`config.mk`:
```
export PLATFORM = sky130hd
export DESIGN_NAME = twp_div_cell
export DESIGN_NICKNAME = d
export VERILOG_FILES = /design/src/rtl/twp_pkg.sv /design/src/rtl/twp_div_cell.sv
export SDC_FILE = /design/constraint.sdc
export NUM_CORES = 1
export LEC_CHECK = 0
export BUFFER_PORTS_ARGS = -buffer_cell sky130_fd_sc_hd__buf_2
export CAP_MARGIN = 20
export CORE_UTILIZATION = 41
export DETAILED_ROUTE_END_ITERATION = 10
export PLACE_DENSITY = 0.79
export SYNTH_ARGS = -nofsm -noshare
export SYNTH_HDL_FRONTEND = slang
export SYNTH_SLANG_ARGS = --single-unit
```
`constraint.sdc`:
```
create_clock -name i_clk -period 2.6 [get_ports i_clk]
set_clock_uncertainty 0.05 [all_clocks]
set_input_delay 0.39 -clock i_clk [delete_from_list [all_inputs] [get_ports i_clk]]
set_output_delay 0.39 -clock i_clk [all_outputs]
set_load 0.01 [all_outputs]
```
`src/rtl/twp_pkg.sv`:
```
// ----------------------------------------------------------------------------
// twp_pkg
// Shared types and register indices for the triangular work partition.
// ----------------------------------------------------------------------------
package twp_pkg;

    localparam int unsigned CFG_IDX_BITS = 2;
    localparam int unsigned CFG_DATA_BITS = 16;
    localparam int unsigned OUT_BITS = 16;

    typedef enum logic [CFG_IDX_BITS-1:0] {
        REG_ITEM_COUNT   = 2'd0,
        REG_WORKER_COUNT = 2'd1,
        REG_SPLIT_MODE   = 2'd2
    } t_cfg_idx;

    // control flags travelling with each request
    typedef struct packed {
        logic vld;
        logic ok;
        logic nz;
        logic blk;
        logic first;
        logic last;
    } t_ctl;

endpackage

```
`src/rtl/twp_div_cell.sv`:
```
// ----------------------------------------------------------------------------
// twp_div_cell
// One restoring division step: shifts one dividend bit into the remainder
// and one quotient bit into the low end of the shift word.
// ----------------------------------------------------------------------------
module twp_div_cell #(
    parameter int unsigned CB = 16,
    parameter int unsigned DW = 32,
    parameter int unsigned SW = 32
) (
    input  logic                 i_clk,
    input  logic                 i_rst_n,
    input  twp_pkg::t_ctl        i_ctl,
    input  logic [CB-1:0]        i_rem,
    input  logic [DW-1:0]        i_dq,
    input  logic [CB-1:0]        i_div,
    input  logic [SW-1:0]        i_side,
    output twp_pkg::t_ctl        o_ctl,
    output logic [CB-1:0]        o_rem,
    output logic [DW-1:0]        o_dq,
    output logic [CB-1:0]        o_div,
    output logic [SW-1:0]        o_side
);

    logic [CB:0]   n_trial;
    logic          n_ge;
    logic [CB:0]   n_diff;
    logic [CB-1:0] n_rem;
    logic [DW-1:0] n_dq;

    always_comb begin
        n_trial = {i_rem, i_dq[DW-1]};
        n_ge    = (n_trial >= {1'b0, i_div});
        n_diff  = n_trial - {1'b0, i_div};
        n_rem   = n_ge ? n_diff[CB-1:0] : n_trial[CB-1:0];
        n_dq    = {i_dq[DW-2:0], n_ge};
    end

    always_ff @(posedge i_clk) begin
        if (!i_rst_n) begin
            o_ctl <= '0;
        end else begin
            o_ctl <= i_ctl;
        end
    end

    always_ff @(posedge i_clk) begin
        o_rem  <= n_rem;
        o_dq   <= n_dq;
        o_div  <= i_div;
        o_side <= i_side;
    end

endmodule

```
==> summary.md <==
| Metric | Value |
|---|---|
| Area contributors post-synth | dfxtp_1, ha_1, mux2_4 |
| P_leak | 2.34 nW |
| Crit start category | primary input |
| Outcome | finished clean |
| Synth top area share | 65.3% |
| Ports | between 200 and 250 |
| Clock transition at path regs | about 0.10 ns |
| Root Buffer | clkbuf_8 |
| Area Overhead vs Synth | 42.7% |
| Mapped Area | 3130 µm² |
| Placer Congestion | 0.869 |
| Min cycle time layout | 2.09 ns |
| YS warnings | 0 |
| Final Hold Fails | 0 |
| Fill count | 639 |
| Dpl hpwl | 6790 µm |
| Post-synth ARST share | 0% |
| VDD IR-drop max | 0.291 mV |
| Post-Syn Nets | 365 |
| CP cell instances | buf_2, inv_1, ha_1, fa_1, nor2b_1, nor3_1, o21bai_1, a21oi_1, o211ai_1, xor2_1, mux2_4 |
| Port Buffer Count | 205 |
| Synth Instances | between 200 and 250 |
| Chip height | 89.3 µm |
| Max clock buf depth | 2 |
| Tightest Pin Transition | 0.320 ns |
| Clock network power share | 28.3% |
| Synth cell count leaders | dfxtp_1, inv_1, ha_1 |
| DRT antenna net count | 0 |
| Placed inst area | 4280 µm² |
| Hold WC Path Type | primary input to flop |
| Part of the cycle the worst path needs | 80.5% |
| Top-count cell post-synth | dfxtp_1 |
| Initial drt markers | 27 |
| GRT Util Overall | 19.9% |
| Initial Utilization | 42.9% |
| Max FO, Critical Path | 3 |
| N_diodes | 0 |
| Power Dens Cells | around 720 nW/µm² |
| Internal power | 0.00234 W |
| Core ar. | about 7300 µm² |
| Aggregate global routing overflow | 0 |
| Buf/Inv on CP | 2 |
| Power share of the combinational group | approximately 18% |
| Reg power frac | roughly 53% |
| EDFF count, synth | 0 |
| Max-cap violations | 0 |
| CP max stage delay | 0.41 ns |
| Synth cell types | 40 |
| CTS tree | built |
| H-tree depth | 3 |
| Clock sinks | 102 |
| DRC errors left | 0 |
| Top_reg_cell synth | dfxtp_1 |
| Area of the multi-input gates | roughly 980 µm² |
| Die Wd | 89.3 µm |
| WS Path Type | primary input to flop |
| Die area | 7980 µm² |
| Design Area, Final | 4460 µm² |
| Fmax | 478 MHz |
| Num rows | 31 |
| Cts repair resizes | 0 |
| WP data arrival | 2.30 ns |
| Area leader, netlist | dfxtp_1 |
| Cts hold-fix bufs | 0 |
| NetSw | roughly 0.00087 W |
| Nets@finish | 580 |
| RSZ-0062 raised after global routing | false |
| Setup TNS | 0 ns |
| Vias in the first global route | 2389 |
| Sequential area share after synthesis | 65.3% |
| Avg WL per Cell | 14.7 µm |
| Register Area | approximately 2000 µm² |
| Setup violators final | 0 |
| Critical-path top delay cell | fa_1 |
| Pins over their slew limit | 0 |
| FF+latch count, synth | 102 |
| Routed vias | 2489 |
| First-pass GRT wire length | about 11000 µm |
| Worst slew margin | 78.5% |
| Required @ worst endpoint | ~2.8 ns |
| Share of post-route cells with drive strength above 1 | 52.5% |
| TritonCTS buffer count | 9 |
| DR pass1 iterations | 4 |
| Vias per cell | 4.43 |
| Post-CTS Setup Bufs | 0 |
| Crit path max-delay family | adder cells |
| Sw Share | 27.1% |
| Drt total wl | roughly 8300 µm |
| Worst hold margin | 0.0679 ns |
| CP endpoint kind | flop |
| Initial antenna violation count | 0 |
| Largest net degree at the start of global routing | 19 |
| Avg Cell Area, Syn | 12.8 µm² |
flip-flops by register name, summed over array words and instances (netlist names):
signal and count:
o_div 16, o_ctl 6, o_side 32, o_dq 32, o_rem 16
layout by cell type (no fill, tap or decap), drive strengths merged, types with 2 or more instances in the layout:
| cell type | instances |
|---|---|
| buf | 208 |
| dfxtp | 102 |
| inv | 22 |
| ha | 16 |
| a21oi | 14 |
| mux2 | 11 |
| nor2 | 10 |
| clkbuf | 9 |
| nand2 | 8 |
| a21o | 7 |
| xor2 | 6 |
| and2 | 6 |
| o21bai | 6 |
| o21ai | 6 |
| xnor2 | 5 |
| a31oi | 4 |
| nor2b | 2 |
| nand4 | 2 |
| clkinv | 2 |
| nand3 | 2 |
| nor3 | 2 |
worst paths after layout:
check / end / start / slack (ns) / cells past startpoint
max: o_rem[14] / i_dq[31] / 0.51 / 11
min: o_side[13] / i_side[13] / 0.07 / 1
kinds of logic (layout without fill, tap and decap cells):
group                      after synthesis  after routing  share of synthesized area, %
muxes                                   11             11                          5.04
and+or+nand+nor                         37             37                          6.53
xor gates and xnor gates                11             11                          3.08
buffers and inverters                   23            242                          3.20
adders and majority gates               17             17                          7.05
AOI/OAI and AO/OA                       43             43                          9.77
DFF                                    102            102                          65.3
routing by layer:
layer | global-route usage [%] | vias to the layer above | wire length [µm]
met4 | 8.95 | 0 | 193
met3 | 8.31 | 15 | 736
met1 | 20.3 | 1122 | 3190
li1 | - | 1240 | -
met2 | 35.4 | 112 | 4150
met5 | 0 | - | 0
per-stage QoR:
step | cells | util (%) | setup WS [ns] | power [W]
6_report | 562 | 61.2 | 0.507 | 0.00322
5_1_grt | 562 | 61.2 | 0.348 | 0.00339
4_1_cts | 562 | 61.2 | 0.512 | 0.00326
3_5_place_dp | 547 | 58.7 | 0.119 | 0.00235
3_3_place_gp | 547 | 58.7 | 0.178 | 0.00234
2_1_floorplan | 244 | - | 0.416 | 0.00208
power groups by stage:
stage               logic (W)  clock network, W  registers, W
finish               0.000590          0.000909       0.00172
global route         0.000643           0.00101       0.00173
CTS                  0.000599          0.000942       0.00172
detailed placement   0.000596                 0       0.00175
global placement     0.000584                 0       0.00175
floorplan            0.000255                 0       0.00183
area by class of cell:
type / instances / share of cell area (%)
inverters: 19 / 1.60
clock buffers: 9 / 2.78
well taps: 99 / 2.78
clock inverters: 6 / 1.21
flip-flops and latches: 102 / 45.8
multi-input cells: 119 / 22.1
repair buffers: 208 / 23.8
Power figures use the tool's default switching activity.
