## src/rtl/twp_pkg.sv

```systemverilog
// ----------------------------------------------------------------------------
// twp_pkg
// Shared types and register indices for the triangular work partition.
// ----------------------------------------------------------------------------
package twp_pkg;

    localparam int unsigned CFG_IDX_BITS = 2;
    localparam int unsigned CFG_DATA_BITS = 16;
    localparam int unsigned OUT_BITS = 16;

    typedef enum logic [CFG_IDX_BITS-1:0] {
        REG_ITEM_COUNT   = 2'd0,
        REG_WORKER_COUNT = 2'd1,
        REG_SPLIT_MODE   = 2'd2
    } t_cfg_idx;

    // control flags travelling with each request
    typedef struct packed {
        logic vld;
        logic ok;
        logic nz;
        logic blk;
        logic first;
        logic last;
    } t_ctl;

endpackage

```

## src/rtl/twp_root_cell.sv

```systemverilog
// ----------------------------------------------------------------------------
// twp_root_cell
// One bit step of the row root, largest k with k(k-1) <= limit, on two lanes.
// k(k-1) is kept incrementally so each trial is adds and fixed shifts only.
// ----------------------------------------------------------------------------
module twp_root_cell #(
    parameter int unsigned CB  = 16,
    parameter int unsigned BIT = 16,
    parameter int unsigned SW  = 32
) (
    input  logic                          i_clk,
    input  logic                          i_rst_n,
    input  twp_pkg::t_ctl                 i_ctl,
    input  logic [1:0][CB:0]              i_k,
    input  logic [1:0][2*CB+1:0]          i_q,
    input  logic [1:0][2*CB-1:0]          i_lim,
    input  logic [SW-1:0]                 i_side,
    output twp_pkg::t_ctl                 o_ctl,
    output logic [1:0][CB:0]              o_k,
    output logic [1:0][2*CB+1:0]          o_q,
    output logic [1:0][2*CB-1:0]          o_lim,
    output logic [SW-1:0]                 o_side
);

    localparam int unsigned KW = CB + 1;
    localparam int unsigned QW = 2 * KW;

    logic [1:0][QW-1:0] n_cand;
    logic [1:0][KW-1:0] n_k;
    logic [1:0][QW-1:0] n_q;

    always_comb begin
        for (int l = 0; l < 2; l++) begin
            n_cand[l] = i_q[l] + (QW'(i_k[l]) << (BIT + 1))
                      + (QW'(1) << (2 * BIT)) - (QW'(1) << BIT);
            if (n_cand[l] <= QW'(i_lim[l])) begin
                n_k[l] = i_k[l] | (KW'(1) << BIT);
                n_q[l] = n_cand[l];
            end else begin
                n_k[l] = i_k[l];
                n_q[l] = i_q[l];
            end
        end
    end

    always_ff @(posedge i_clk) begin
        if (!i_rst_n) begin
            o_ctl <= '0;
        end else begin
            o_ctl <= i_ctl;
        end
    end

    always_ff @(posedge i_clk) begin
        o_k    <= n_k;
        o_q    <= n_q;
        o_lim  <= i_lim;
        o_side <= i_side;
    end

endmodule

```

## config.mk

```make
export PLATFORM = sky130hd
export DESIGN_NAME = twp_root_cell
export DESIGN_NICKNAME = d
export VERILOG_FILES = /design/src/rtl/twp_pkg.sv /design/src/rtl/twp_root_cell.sv
export SDC_FILE = /design/constraint.sdc
export NUM_CORES = 1
export LEC_CHECK = 0
export ABC_CLOCK_PERIOD_IN_PS = 13000
export BUFFER_PORTS_ARGS = -buffer_cell sky130_fd_sc_hd__buf_2
export CORE_MARGIN = 8
export CORE_UTILIZATION = 39
export DETAILED_ROUTE_END_ITERATION = 6
export GPL_ROUTABILITY_DRIVEN = 0
export PLACE_DENSITY = 0.69
export SYNTH_ARGS = -nofsm -noshare
export SYNTH_HDL_FRONTEND = slang
export SYNTH_SLANG_ARGS = --single-unit
```

## constraint.sdc

```tcl
create_clock -name i_clk -period 13 [get_ports i_clk]
set_clock_uncertainty 0.15 [all_clocks]
set_input_delay 1.95 -clock i_clk [delete_from_list [all_inputs] [get_ports i_clk]]
set_output_delay 1.95 -clock i_clk [all_outputs]
set_load 0.05 [all_outputs]
```

==> results.toml, run 1 <==
[logic_synthesis]
syn-instance-count = 813
synth_top_area_share_pct = 48.3
synthTopCellsByArea = "dfxtp_1 (48%), ha_1 (19%), inv_1 (8.6%)"
ys.flop_type = "dfxtp_1"
synth-seq-cells = 204
synth_nets = 1149
syn_area_um2 = 8450
synth_most_common_cell = "dfxtp_1"
ys_seq_area_share_pct = 48.3
synth-edff-count = 0
yosys_warnings = 0
ys_types = 55
async_flop_share_pct = 0
synthTopCellsByCount = "dfxtp_1 (204), inv_1 (194), ha_1 (128)"
syn_avg_cell_area_um2 = 10.4
synth_top_area_cell = "dfxtp_1"

[grt]
gr-usage-all-layers_pct = 17.7
grt_pass1_vias = 7189
grt_max_degree = 20
gr-total-overflow = 0
grt_pass1_wl_mm = 37.7
antenna_found_initial = 3

[route]
wl_per_cell_um = 16.3
wl_met3_mm = 2.22
via_per_inst = 4.49
drt-total-wl_mm = 25.1
dr.pass1.iters = 4
route.met2.wl_mm = 12.4
highest_layer = "met5"
wl_met1_mm = 9.90
drc = 0
ant_nets = 0
vias = 6933
drt-initial-drc-count = 184

[cells_and_area]
area_growth_pct = 36.8
nets = 1582
fill_cells = 1967
drive_gt1_share_pct = 38.5

[timing]
fin_crit_ns = 6.55
clock.fmax_ghz = 0.153
hold_viol = 0
final-setup-viol-count = 0
slew_violations = 0
worst_pin_slew_ns = 1.18
setup_tns_ns = 0
fin_crit_sh_pct = 50.4
relSlewSlack_pct = 21.5
grt_setup_unrepaired = "no"
hold_ws_ns = 1.40

[run]
maxCapViolations = 0

[floorplan]
core_um2 = 21600
core.rowCount = 54
io_pins = 410
die_area_um2 = 26600
fp.dieW_um = 163
start_util_pct = 39.2
die_y_um = 163

[worst_setup_path]
cpPeakStageDelay_ns = 1.05
setup.worst_path.end_class = "flop"
cpLargestDelayFamily = "compound AO/OA/AOI/OAI gates"
path_max_fanout = 19
crit_path_top_delay_cell = "a311oi_4"
cp_cell_sequence = "buf_2 -> inv_1 -> ha_1 -> inv_1 -> ha_1 -> fa_1 -> a21o_1 -> a21oi_1 -> nand2b_1 -> a31oi_2 -> a31oi_1 -> xnor2_1 -> ha_1 -> a21oi_1 -> nor2b_1 -> o21ai_0 -> o2111ai_1 -> a21oi_1 -> o21ai_0 -> a311oi_4 -> mux2_2"
worst-path-buf-inv = 3
arrival_ns = 6.78
crit_path_start_kind = "input pin"
worstPathRequired_ns = 13.23
criticalPathCategory = "input pin to flop"

[power]
p_leak_nw = 6.34
p_total_mw = 1.97
power.density_nw_per_um2 = 170
peakVddDrop_mv = 0.129

[min_path]
min_from = "i_side[27]"
whs_endpoint = "o_side[27]"
min_path_type = "input pin to flop"
hold_depth = 1

[clock_network]
h-tree-depth = 1
cts.sinks = 204
post_cts_buffers = 0
postCtsResizedCells = 0
clk_pin_slew_ns = 0.06
cts_hold_buf = 0
cts_buffer_depth = 3
numCtsBuffers = 23
cts_tree = "built"
cts_root_buf = "clkbuf_16"

[placement]
hpwl_mm = 21.5
io_buffers = 409

[outcome]
outcome = "complete, no violations"
## cell usage in the layout, fill, tap and decap left out, types with 18 or more instances in the layout
| master | netlist | final |
|---|---|---|
| buf_2 | 0 | 409 |
| dfxtp_1 | 204 | 204 |
| inv_1 | 194 | 194 |
| ha_1 | 128 | 128 |
| a21oi_1 | 42 | 42 |
| nor2_1 | 24 | 24 |
| clkbuf_16 | 0 | 23 |
| xnor2_1 | 20 | 20 |
| nand2_1 | 19 | 19 |
| o21ai_0 | 19 | 19 |
| mux2_2 | 18 | 18 |
## stage by stage
| step | setup WS (ns) | cell area [um^2] | utilization (%) | std cells |
|---|---|---|---|---|
| floorplan | 6.57 | 8450 | - | 813 |
| global placement | 6.07 | 10800 | 50.3 | 1501 |
| detailed placement | 5.93 | 10800 | 50.3 | 1501 |
| CTS | 6.47 | 11600 | 53.6 | 1542 |
| global route | 6.05 | 11600 | 53.7 | 1544 |
| finish | 6.45 | 11600 | 53.7 | 1544 |
## power breakdown
part / internal (mW) / switching [mW] / total, mW
registers: 0.687 / 0.0148 / 0.701
logic: 0.208 / 0.442 / 0.649
clock network: 0.363 / 0.257 / 0.621
total: 1.26 / 0.714 / 1.97
## worst max-delay path by stage
stage / end / slack (ns) / from / cells after the start
floorplan: o_q[60] / 6.57 / i_k[17] / 21
global placement: o_q[21] / 6.07 / i_k[0] / 20
detailed placement: o_q[19] / 5.93 / i_k[0] / 21
CTS: o_q[19] / 6.47 / i_k[0] / 21
global route: o_q[19] / 6.05 / i_k[0] / 21
finish: o_q[19] / 6.45 / i_k[0] / 21
## per-layer routing
layer | track usage (%) | vias up
met1 | 19.9 | 3114
li1 | - | 3532
met2 | 31.9 | 240
met3 | 5.24 | 45
met5 | 0 | -
met4 | 5.00 | 2
## state kept, by name, indices dropped and copies added (netlist names)
| register | cells |
|---|---|
| o_q | 68 |
| o_ctl | 6 |
| o_k | 34 |
| o_lim | 64 |
| o_side | 32 |
## final cells by class
type | instances | area, um^2 | share of cell area, %
Antenna cell | 2 | 5.00 | 0.0433
Inverter | 194 | 728 | 6.30
Sequential cell | 204 | 4080 | 35.3
Tap cell | 280 | 350 | 3.03
Multi-Input combinational cell | 413 | 3620 | 31.3
Clock buffer | 30 | 632 | 5.46
Clock inverter | 11 | 93.8 | 0.811
Timing Repair Buffer | 410 | 2050 | 17.8
## cell families after synthesis
| family | after synthesis | share of synthesized area [%] |
|---|---|---|
| and+or+nand+nor | 104 | 6.60 |
| buffers and inverters | 196 | 8.88 |
| xor gates and xnor gates | 31 | 3.21 |
| muxes | 31 | 4.38 |
| adders and majority gates | 130 | 19.4 |
| DFF | 204 | 48.3 |
| AOI/OAI and AO/OA | 117 | 9.19 |
Note: power is estimated with default switching activity, not from simulation.
==> inputs of run 2 (changes only) <==
--- a/config.mk
+++ b/config.mk
@@ -5,7 +5,7 @@
 export SDC_FILE = /design/constraint.sdc
 export NUM_CORES = 1
 export LEC_CHECK = 0
-export ABC_CLOCK_PERIOD_IN_PS = 13000
+export ABC_CLOCK_PERIOD_IN_PS = 6400
 export BUFFER_PORTS_ARGS = -buffer_cell sky130_fd_sc_hd__buf_2
 export CORE_MARGIN = 8
 export CORE_UTILIZATION = 39
==> constraint.sdc (replaced) <==
create_clock -name i_clk -period 6.4 [get_ports i_clk]
set_clock_uncertainty 0.15 [all_clocks]
set_input_delay 0.96 -clock i_clk [delete_from_list [all_inputs] [get_ports i_clk]]
set_output_delay 0.96 -clock i_clk [all_outputs]
set_load 0.05 [all_outputs]
==> results.toml, run 2 (same netlist as run 1, synthesis figures left out) <==
[outcome]
outcome = "complete, no violations"

[worst_setup_path]
worstPathRequired_ns = 6.63
arrival_ns = 5.54
cp_cell_sequence = "buf_2 -> inv_1 -> ha_1 -> inv_1 -> ha_1 -> fa_1 -> a211oi_1 -> o21ai_2 -> a21oi_2 -> o211ai_2 -> a31o_2 -> a21oi_1 -> xnor2_1 -> ha_1 -> nand4_1 -> nor3_1 -> nand4_1 -> o22ai_1 -> a31oi_1 -> nor4_4 -> buf_4 -> mux2_2"
crit_path_top_delay_cell = "fa_1"
criticalPathCategory = "input pin to flop"
path_max_fanout = 19
setup.worst_path.end_class = "flop"
cp_common_cell = "ha_1"
crit_path_start_kind = "input pin"
cpPeakStageDelay_ns = 0.42

[placement]
placed_area_um2 = 10900
hpwl_mm = 21.6
io_buffers = 409

[clock_network]
post_cts_buffers = 0
h-tree-depth = 1
clk_pin_slew_ns = 0.06
cts_hold_buf = 0
cts.sinks = 204
cts_buffer_depth = 3
cts_tree = "built"
postCtsResizedCells = 0
numCtsBuffers = 22
cts_root_buf = "clkbuf_16"

[timing]
fin_crit_ns = 5.31
final-setup-viol-count = 0
grt_setup_unrepaired = "no"
relSlewSlack_pct = 59.2
slew_violations = 0
hold_viol = 0
fin_crit_sh_pct = 83.0
worst_pin_slew_ns = 0.597
setup_tns_ns = 0
clock.fmax_ghz = 0.188

[grt]
grt_pass1_wl_mm = 38.1
grt_max_degree = 20
gr-usage-all-layers_pct = 18.0
grt_pass1_vias = 7178
antenna_found_initial = 6
gr-total-overflow = 0

[route]
vias = 6877
ant_nets = 0
drt-initial-drc-count = 245
via_per_inst = 4.45
drc = 0
drt-total-wl_mm = 25.1
wl_per_cell_um = 16.2
dr.pass1.iters = 4

[floorplan]
core.rowCount = 54
die_y_um = 163
die_area_um2 = 26600
core_um2 = 21600
start_util_pct = 39.2
io_pins = 410
fp.dieW_um = 163

[power]
p_leak_nw = 6.39
power.density_nw_per_um2 = 354
comb_power_share_pct = 32.1
seqPwrFrac_pct = 34.5
internal-power_mw = 2.70
switching_power_mw = 1.43
peakVddDrop_mv = 0.218
switching_share_pct = 34.6
p_total_mw = 4.14
clkPwrFrac_pct = 33.4

[run]
maxCapViolations = 0

[cells_and_area]
regMostFlops = "o_q"
drive_gt1_share_pct = 38.6
largest_reg_flops = 68
final_common_cell = "buf_2"
largestRegisters = "o_q x68, o_lim x64, o_k x34"
final_cell_area_um2 = 11700
most-common-layout-cells = "buf_2 (409), dfxtp_1 (204), inv_1 (194), ha_1 (128), a21oi_1 (42)"
nets = 1582
area_growth_pct = 38.1

[min_path]
min_path_type = "input pin to flop"
run 2: changes by cell type in the layout (fill, tap and decap cells not counted), sizes merged:
cell | before | now
clkbuf | 30 | 31
diode | 2 | 4
bufinv | 1 | 4
buf | 410 | 411
clkinv | 8 | 4
inv | 195 | 194
run 2: layer usage:
layer | up-vias | global-route usage [%] | part of all wire (%)
met3 | 40 | 4.96 | 8.0
li1 | 3525 | - | -
met5 | - | 0 | 0.080
met2 | 242 | 31.6 | 49
met1 | 3066 | 20.8 | 40
met4 | 4 | 5.50 | 2.3
run 2: layout make-up:
cell class                      count  area [um^2]
Fill cell                        1984         9880
Sequential cell                   204         4080
Multi-Input combinational cell    413         3620
Timing Repair Buffer              411         2070
Inverter                          194          728
Clock buffer                       31          656
Tap cell                          280          350
Clock inverter                      9          155
Antenna cell                        4         10.0
run 2: power groups by stage:
stage	combinational [mW]	clock, mW	sequential (mW)
finish	1.33	1.38	1.43
global route	1.43	1.47	1.44
CTS	1.34	1.42	1.43
detailed placement	1.33	0	1.45
global placement	1.31	0	1.45
floorplan	0.524	0	1.90
run 2: worst paths after layout:
| path | slack (ns) | endpoint | from | cells after the start |
|---|---|---|---|---|
| min | 0.42 | o_side[2] | i_side[2] | 1 |
| max | 1.09 | o_q[53] | i_k[17] | 22 |
run 2: critical path, delay by kind of cell:
kind            cells  cell delay (ns)
compound gates      8             1.51
fa+ha+maj           4             1.21
simple gates        4             0.84
buf+inv             4             0.50
mux                 1             0.38
xor+xnor            1             0.13
run 2: stage by stage:
step	cells	utilization [%]	hold slack, ns	setup WS [ns]
after floorplan	813	-	0.838	0.955
after global placement	1502	50.4	0.913	0.741
after detailed placement	1502	50.4	0.914	0.634
after CTS	1542	54.1	0.389	1.14
after global routing	1546	54.2	0.385	0.754
final	1546	54.2	0.418	1.09
==> inputs of run 3 (changes only) <==
--- a/config.mk
+++ b/config.mk
@@ -5,13 +5,14 @@
 export SDC_FILE = /design/constraint.sdc
 export NUM_CORES = 1
 export LEC_CHECK = 0
-export ABC_CLOCK_PERIOD_IN_PS = 6400
+export ABC_AREA = 1
+export ABC_CLOCK_PERIOD_IN_PS = 4600
 export BUFFER_PORTS_ARGS = -buffer_cell sky130_fd_sc_hd__buf_2
 export CORE_MARGIN = 8
 export CORE_UTILIZATION = 39
 export DETAILED_ROUTE_END_ITERATION = 6
 export GPL_ROUTABILITY_DRIVEN = 0
-export PLACE_DENSITY = 0.69
+export PLACE_DENSITY = 0.71
 export SYNTH_ARGS = -nofsm -noshare
 export SYNTH_HDL_FRONTEND = slang
 export SYNTH_SLANG_ARGS = --single-unit
==> constraint.sdc (replaced) <==
create_clock -name i_clk -period 4.6 [get_ports i_clk]
set_clock_uncertainty 0.15 [all_clocks]
set_input_delay 0.69 -clock i_clk [delete_from_list [all_inputs] [get_ports i_clk]]
set_output_delay 0.69 -clock i_clk [all_outputs]
set_load 0.05 [all_outputs]
==> results.toml, run 3 <==
[outcome]
outcome = "complete, no violations"

[floorplan]
die_area_um2 = 28000
core_um2 = 22600
fp.dieW_um = 167
die_y_um = 167
io_pins = 410
start_util_pct = 39.5
core.rowCount = 55

[timing]
relSlewSlack_pct = 60.4
fin_crit_ns = 3.84
fin_ws_ns = 0.759
grt_setup_unrepaired = "no"
final-setup-viol-count = 0
slew_violations = 0
clock.fmax_ghz = 0.260
hold_viol = 0
worst_pin_slew_ns = 0.593
fin_crit_sh_pct = 83.5
setup_tns_ns = 0

[grt]
grt_max_degree = 20
grt_pass1_vias = 8256
antenna_found_initial = 4
gr-usage-all-layers_pct = 19.1
gr-total-overflow = 0
grt_pass1_wl_mm = 43.2

[logic_synthesis]
synth_top_area_cell = "dfxtp_1"
syn-instance-count = 1032
synth_most_common_cell = "inv_1"
ys_seq_area_share_pct = 45.8
ys.flop_type = "dfxtp_1"
ys_types = 37
syn_area_um2 = 8920
async_flop_share_pct = 0
synth_nets = 1368
syn_avg_cell_area_um2 = 8.64
synth_top_area_share_pct = 45.8
synth-seq-cells = 204
yosys_warnings = 0
synth-edff-count = 0
synthTopCellsByArea = "dfxtp_1 (46%), ha_1 (18%), inv_1 (10%)"
synthTopCellsByCount = "inv_1 (239), nand2_1 (217), dfxtp_1 (204)"

[power]
power.density_nw_per_um2 = 465
peakVddDrop_mv = 0.329
p_leak_nw = 7.04
p_total_mw = 5.59

[cells_and_area]
regArea_um2 = 4080
regMostFlops = "o_q"
fin_util_pct = 53.3
most-common-layout-cells = "buf_2 (409), inv_1 (239), nand2_1 (217), dfxtp_1 (204), ha_1 (128)"
fill_cells = 2116
largest_reg_flops = 68
area_growth_pct = 34.8
multi_input_area_um2 = 3870
largestRegisters = "o_q x68, o_lim x64, o_k x34"
final_cell_area_um2 = 12000
final_common_cell = "buf_2"
drive_gt1_share_pct = 32.1
nets = 1795

[clock_network]
h-tree-depth = 1
numCtsBuffers = 22
cts_root_buf = "clkbuf_16"
cts_tree = "built"
clk_pin_slew_ns = 0.06
cts.sinks = 204
cts_hold_buf = 0
postCtsResizedCells = 0
post_cts_buffers = 0
cts_buffer_depth = 3

[route]
drt-initial-drc-count = 266
wl_per_cell_um = 16.0
vias = 7969
via_per_inst = 4.53
ant_nets = 0
drt-total-wl_mm = 28.1
drc = 0
dr.pass1.iters = 6

[placement]
placed_area_um2 = 11300
dp_slack_ns = 0.179
io_buffers = 409
hpwl_mm = 23.7

[worst_setup_path]
worstPathRequired_ns = 4.85
arrival_ns = 4.09
criticalPathCategory = "input pin to flop"
path_max_fanout = 17
setup.worst_path.end_class = "flop"
crit_path_start_kind = "input pin"

[run]
maxCapViolations = 0

[min_path]
min_path_type = "input pin to flop"
-- run 3: changes by cell type in the layout (fill, tap and decap cells not counted), sizes merged, moves of 7 or more --
cell | before | now
nand3 | 7 | 56
a31oi | 7 | 0
mux2 | 30 | 0
xnor2 | 20 | 6
nor2b | 9 | 1
nand4 | 14 | 5
xor2 | 11 | 20
nor2 | 24 | 34
a21o | 15 | 4
inv | 194 | 242
nand2 | 19 | 228
and2 | 9 | 0
-- run 3: cells by family (layout without fill, tap and decap cells) --
group / after synthesis / after routing / share of synthesized area (%)
xor gates and xnor gates: 26 / 26 / 2.55
adders and majority gates: 130 / 130 / 18.4
DFF: 204 / 204 / 45.8
other: 0 / 2 / 0
and+or+nand+nor: 336 / 336 / 15.9
AOI/OAI and AO/OA: 86 / 86 / 6.61
buffers and inverters: 250 / 691 / 10.8
-- run 3: final cells by class --
class,count,area share (%)
clock buffers,30,5.16
inverters,242,7.55
diodes,2,0.0416
well taps,285,2.97
flip-flops and latches,204,34.0
clock inverters,8,0.843
multi-input cells,578,32.2
repair buffers,411,17.3
-- run 3: final timing paths --
check / depth (start not counted) / startpoint / end / slack, ns
max: 24 / i_k[0] / o_q[31] / 0.76
min: 1 / i_side[28] / o_side[28] / 0.13
-- run 3: metrics by stage --
step                hold slack, ns  std cells
floorplan                    0.568       1032
global placement             0.642       1720
detailed placement           0.644       1720
CTS                          0.107       1758
global route                 0.104       1758
finish                       0.133       1760
-- run 3: critical path: stages --
cell and delay [ns]:
buf_2 0.09, inv_1 0.04, ha_1 0.26, inv_1 0.04
ha_1 0.20, fa_1 0.41, nand3_1 0.09, nand2_1 0.09
a21oi_2 0.22, o21ai_2 0.10, nand2_1 0.07, nand2_1 0.08
nand2_1 0.09, nand2_1 0.05, nand2_1 0.06, nand2_1 0.07
ha_1 0.30, nand2_1 0.09, nor4_1 0.29, nand4_1 0.14
nand2_1 0.14, nand2_2 0.25, nand2_1 0.16, nand2_1 0.06
-- run 3: metal layers --
metal  global-route usage [%]  part of all wire (%)  vias to the layer above
li1                         -                     -                     4053
met1                     19.0                    37                     3576
met2                     37.6                    52                      295
met3                     6.44                   8.5                       39
met4                     4.27                   2.2                        6
met5                        0                  0.15                        -
-- run 3: where the power goes --
| group | switching (mW) | internal, mW | total [mW] |
|---|---|---|---|
| clock network | 0.701 | 1.05 | 1.76 |
| logic | 1.33 | 0.527 | 1.86 |
| registers | 0.0428 | 1.93 | 1.97 |
